<file path="src/sv/kdj_pkg.sv">
// shared constants, types and state codes for the kdj oscillator
package kdj_pkg;

  localparam int WINDOW_MAX    = 64;
  localparam int PRICE_BITS    = 32;
  localparam int FRACTION_BITS = 16;

  localparam int LEN_W   = 7;
  localparam int VALUE_W = 23;
  localparam int J_W     = 26;
  localparam int INDEX_W = 16;

  // 100 * price fits in PRICE_BITS + 7 bits
  localparam int NUM_W  = PRICE_BITS + 7;
  localparam int DV_W   = NUM_W + FRACTION_BITS;
  localparam int REM_W  = PRICE_BITS + 1;
  localparam int STEP_W = $clog2(VALUE_W + 1);

  // divide by three through a reciprocal
  localparam int SUM_W       = VALUE_W + 2;
  localparam int PROD_W      = 2 * SUM_W;
  localparam int RECIP_SHIFT = SUM_W + 1;
  localparam logic [SUM_W-1:0] RECIP_THIRD = SUM_W'((64'd1 << RECIP_SHIFT) / 3);

  localparam int SCAN_W = $clog2(WINDOW_MAX);
  localparam int CNT_W  = $clog2(WINDOW_MAX + 1);

  localparam int IN_DATA_W  = 3 * PRICE_BITS;
  localparam int OUT_DATA_W = ((2 * VALUE_W + J_W + INDEX_W + 7) / 8) * 8;

  localparam logic [VALUE_W-1:0]    FIFTY_FIXED   = VALUE_W'(50 << FRACTION_BITS);
  localparam logic [VALUE_W-1:0]    HUNDRED_FIXED = VALUE_W'(100 << FRACTION_BITS);
  localparam logic [PRICE_BITS-1:0] PRICE_MAX     = '1;
  localparam logic [LEN_W-1:0]      LEN_RESET     = LEN_W'(9);
  localparam logic [LEN_W-1:0]      LEN_MIN       = LEN_W'(2);
  localparam logic [LEN_W-1:0]      LEN_MAX       = LEN_W'(WINDOW_MAX);
  localparam logic [INDEX_W-1:0]    INDEX_TOP     = '1;

  typedef struct packed {
    logic [PRICE_BITS-1:0] hi;
    logic [PRICE_BITS-1:0] lo;
  } bar_pair_t;

  typedef enum logic [3:0] {
    S_IDLE,
    S_SCAN,
    S_PREP,
    S_START,
    S_DIV,
    S_KMUL,
    S_KFIX,
    S_DMUL,
    S_DFIX,
    S_OUT
  } state_t;

endpackage

</file>
<file path="src/sv/kdj_divider.sv">
// restoring divider, one quotient bit per cycle, fixed-point rsv quotient
module kdj_divider (
  input  logic                           clk,
  input  logic                           rst,
  input  logic                           start,
  input  logic [kdj_pkg::NUM_W-1:0]      num,
  input  logic [kdj_pkg::PRICE_BITS-1:0] den,
  output logic                           busy,
  output logic                           done,
  output logic [kdj_pkg::VALUE_W-1:0]    quot
);
  import kdj_pkg::*;

  logic [REM_W-1:0]   rem;
  logic [VALUE_W-1:0] qsh;
  logic [STEP_W-1:0]  cnt;
  logic [DV_W-1:0]    dividend;
  logic [REM_W-1:0]   trial;
  logic [REM_W-1:0]   den_ext;
  logic               ge;

  assign dividend = {num, {FRACTION_BITS{1'b0}}};
  assign trial    = {rem[REM_W-2:0], qsh[VALUE_W-1]};
  assign den_ext  = {1'b0, den};
  assign ge       = trial >= den_ext;
  assign done     = busy && (cnt == STEP_W'(1));
  assign quot     = qsh;

  // quotient is known to fit VALUE_W bits, so the upper part starts below den
  always_ff @(posedge clk) begin
    if (start) begin
      rem <= REM_W'(dividend >> VALUE_W);
      qsh <= dividend[VALUE_W-1:0];
    end else if (busy) begin
      rem <= ge ? (trial - den_ext) : trial;
      qsh <= {qsh[VALUE_W-2:0], ge};
    end
  end

  always_ff @(posedge clk) begin
    if (rst) begin
      busy <= 1'b0;
      cnt  <= '0;
    end else if (start) begin
      busy <= 1'b1;
      cnt  <= STEP_W'(VALUE_W);
    end else if (busy) begin
      cnt <= cnt - STEP_W'(1);
      if (cnt == STEP_W'(1)) begin
        busy <= 1'b0;
      end
    end
  end

endmodule

</file>
<file path="config.mk">
export PLATFORM = sky130hd
export DESIGN_NAME = kdj_divider
export DESIGN_NICKNAME = d
export VERILOG_FILES = /design/src/sv/kdj_pkg.sv /design/src/sv/kdj_divider.sv
export SDC_FILE = /design/constraint.sdc
export NUM_CORES = 1
export LEC_CHECK = 0
export ABC_AREA = 1
export ABC_CLOCK_PERIOD_IN_PS = 2550
export BUFFER_PORTS_ARGS = -buffer_cell sky130_fd_sc_hd__buf_2
export CORE_ASPECT_RATIO = 1.5
export CORE_MARGIN = 2
export CORE_UTILIZATION = 58
export DETAILED_ROUTE_END_ITERATION = 16
export PLACE_DENSITY = 0.79
export SETUP_SLACK_MARGIN = 0.5
export SKIP_LAST_GASP = 1
export SLEW_MARGIN = 10
export SYNTH_ARGS = -nofsm -noshare
export SYNTH_HDL_FRONTEND = slang
export SYNTH_SLANG_ARGS = --single-unit
</file>
<file path="constraint.sdc">
create_clock -name clk -period 2.55 [get_ports clk]
set_input_delay 0.1275 -clock clk [delete_from_list [all_inputs] [get_ports clk]]
set_output_delay 0.1275 -clock clk [all_outputs]
set_load 0.01 [all_outputs]
</file>
==> results.yml <==
sta:
  setup_violations: 10
  finalMaxSlewViolations: 0
  finalSetupTns_ps: -53.6
  fin_worst_skew_ps: 8.70
  period_needed_ps: 2560
  worst_pin_slew_ps: 578
  finalWorstSetupSlack_ps: -12.9
  post-route-period-util_pct: 101
  finalHoldViolations: 0
  rsz0062_at_grt: "true"
  max-slew-margin-rel_pct: 61.5
  fmax_mhz: 390
layout:
  fin_util_pct: 87.9
  n_fill_cell: 479
  final_cell_mix: "nand2_1, inv_1, buf_2"
  multiInputGateArea_um2: 3980
  synthToLayoutAreaGrowth_pct: 47.4
  final_common_cell: "nand2_1"
  stdcell_count: 1186
  nets: 1178
  seqCellArea_um2: 1610
  drive_above_1_share_pct: 33.4
  diodes: 0
flow_run:
  cap_violations: 0
logic_synthesis:
  seq_area_frac_synth_pct: 29.0
  syn_nets: 1002
  ys_seq_elements: 61
  netlist_area_um2: 5550
  yosys.area_share.xor_xnor_pct: 2.21
  muxShareOfSynthArea_pct: 0
  synth_top_family_by_area: "simple AND/OR/NAND/NOR gates"
  synthSimpleGateAreaFrac_pct: 39.5
  synthAdderAreaFrac_pct: 8.02
  synth_cells: 893
  synth_compound_area_share_pct: 6.22
  avgSynthCellArea_um2: 6.22
  yosysWarnings: 0
  synth_cell_types: 38
route:
  via_per_inst: 6.03
  drt-wirelength-per-cell_um: 19.8
  drt_iter0_drc: 874
  vias: 7148
  drc: 0
  ant_nets: 0
  dr.pass1.iters: 6
  routed_wl_mm: 23.5
critical_path:
  worst-setup-path-type: "reg -> reg"
  r2r-end: "rem[29]"
  arrival_ps: 2660
  r2r-start: "rem[27]"
  crit_fanout: 10
  end_kind: "register"
  worstRegToRegCells: 14
  setup.worst_path.start_class: "register"
  required_ps: 2650
  rrSetupSlack_ps: -10
floorplanning:
  io_pins: 99
  rows: 43
  dieArea_um2: 10400
  core-area_um2: 9310
  start_util_pct: 59.6
  fp.dieW_um: 83.9
  dieHeight_um: 124
clock_tree:
  clockBufferDepth: 2
  cts.htree.levels: 3
  cts-root-buf: "clkbuf_16"
  clk_pin_slew_ps: 60
  clock_latency_ps: 350
  cts.sinks: 61
  cts_tree: "done"
  cts_inserted_buffers: 9
min_path:
  hold_path_depth: 3
  hp-start: "num[19]"
  holdPathEnd: "rem[12]"
  hold_path_class: "in -> reg"
grt:
  antenna_found_initial: 0
  track_usage_pct: 37.1
  grt-ovfl-total: 0
  grt_pass1_vias: 6380
  grt_pass1_wl_mm: 29.9
  grt_max_degree: 39
pwr:
  power_leakage_nw: 4.35
  peakVddDrop_v: 0.000644
  power_density_nw_per_um2: 756
outcome:
  outcome: "finished, violations left"
  failed_checks: "setup timing"
place:
  place_congestion: 1.01
  dp_hpwl_mm: 12.6
  dp_cells: 1099
  port_buffers: 98
==> cells by family after synthesis <==
logic type | Yosys count
AO/OA/AOI/OAI | 56
XOR/XNOR | 14
adder cells (fa/ha/maj) | 35
buffers and inverters | 212
flip-flops | 61
AND/OR/NAND/NOR | 515
==> cell type report <==
cell class,count,share of cell area [%]
clock buffer,10,2.80
sequential,61,19.7
tap,112,1.71
clock inverter,6,0.765
inverter,193,8.85
multi-input combinational,620,48.7
timing repair buffer,184,17.5
==> synth_stat cells <==
cell type  instances  area (µm²)
nand2_4            1        11.3
nand3b_1          25         188
clkbuf_1           9        33.8
nand3_2            1        10.0
fa_1               1        20.0
nor2_2             2        12.5
xor2_1             1        8.76
inv_1            191         717
buf_1              1        3.75
a21oi_1           20         100
nor2_1            52         195
ha_1              34         425
dfxtp_1           22         440
clkinv_1           2        7.51
o211ai_1           1        7.51
buf_4              1        7.51
nand4_1            9        56.3
buf_2              4        20.0
edfxtp_1          39        1170
a221oi_1           1        8.76
a21oi_2            1        8.76
a22o_1             6        52.6
o22ai_1           15        93.8
and2_1             2        12.5
nand3_1           73         365
o21ai_0            6        30.0
a21o_1             1        7.51
nor3_1             2        10.0
a31oi_1            1        6.26
xnor2_1           13         114
nor2_4             2        22.5
o31ai_1            1        7.51
nor4_1             2        12.5
nand2_1          342        1280
buf_6              4        45.0
nand2_2            2        12.5
o21bai_1           2        15.0
o21a_1             1        7.51
==> per-stage QoR <==
step	cell area (µm²)	hold WS (ps)	setup WS, ps	power (mW)
6_report	8180	41.5	-12.9	6.19
5_1_grt	8180	66.4	-109	6.42
4_1_cts	7380	55.0	298	5.27
3_5_place_dp	6210	350	148	3.41
3_3_place_gp	6210	355	156	3.40
2_1_floorplan	5560	197	509	2.87
==> metal layers <==
layer  global-route usage, %  share of wire, %  vias up
met3                    4.90                11      207
met4                    27.6               9.0        0
met2                    65.6                47      595
met1                    40.5                33     3218
met5                       0                 0        -
li1                        -                 -     3128
==> power by group <==
group	internal, mW	switching, mW	total, mW
sequential	1.23	0.128	1.36
clock	0.755	0.496	1.25
combinational	1.56	2.02	3.58
==> state kept, by name, summed over array words and instances (netlist names) <==
signal	cells
rem	32
busy	1
cnt	5
quot	23
==> worst max-delay path, cell delays in order, from the launching register on <==
cell	delay (ps)
edfxtp_1	440
ha_4	270
buf_12	130
a21oi_4	160
nand2_1	110
a21oi_2	300
nand2_2	130
nor2_4	130
buf_12	160
buf_12	140
nand3_1	80
nand2_1	70
inv_1	70
nand2_1	60
nand2_1	50
==> timing repair <==
item / 4_1_cts / 5_1_grt
hold buffers: 1 / 0
cloned: 5 / 2
buffers inserted: 24 / 39
pin swaps: 35 / 92
hold endpoints to repair: 1 / 0
resized for setup: 90 / 118
endpoints found under the setup margin: 33 / 33
==> worst max path at each step <==
stage	from	endpoint	slack [ps]
2_1_floorplan	quot[22]	rem[24]	510
3_3_place_gp	rem[27]	rem[29]	160
3_5_place_dp	rem[27]	rem[27]	150
4_1_cts	rem[25]	rem[14]	300
5_1_grt	rem[19]	rem[28]	-110
6_report	rem[27]	rem[29]	-10
No activity file was read; power rests on OpenSTA's default activity.
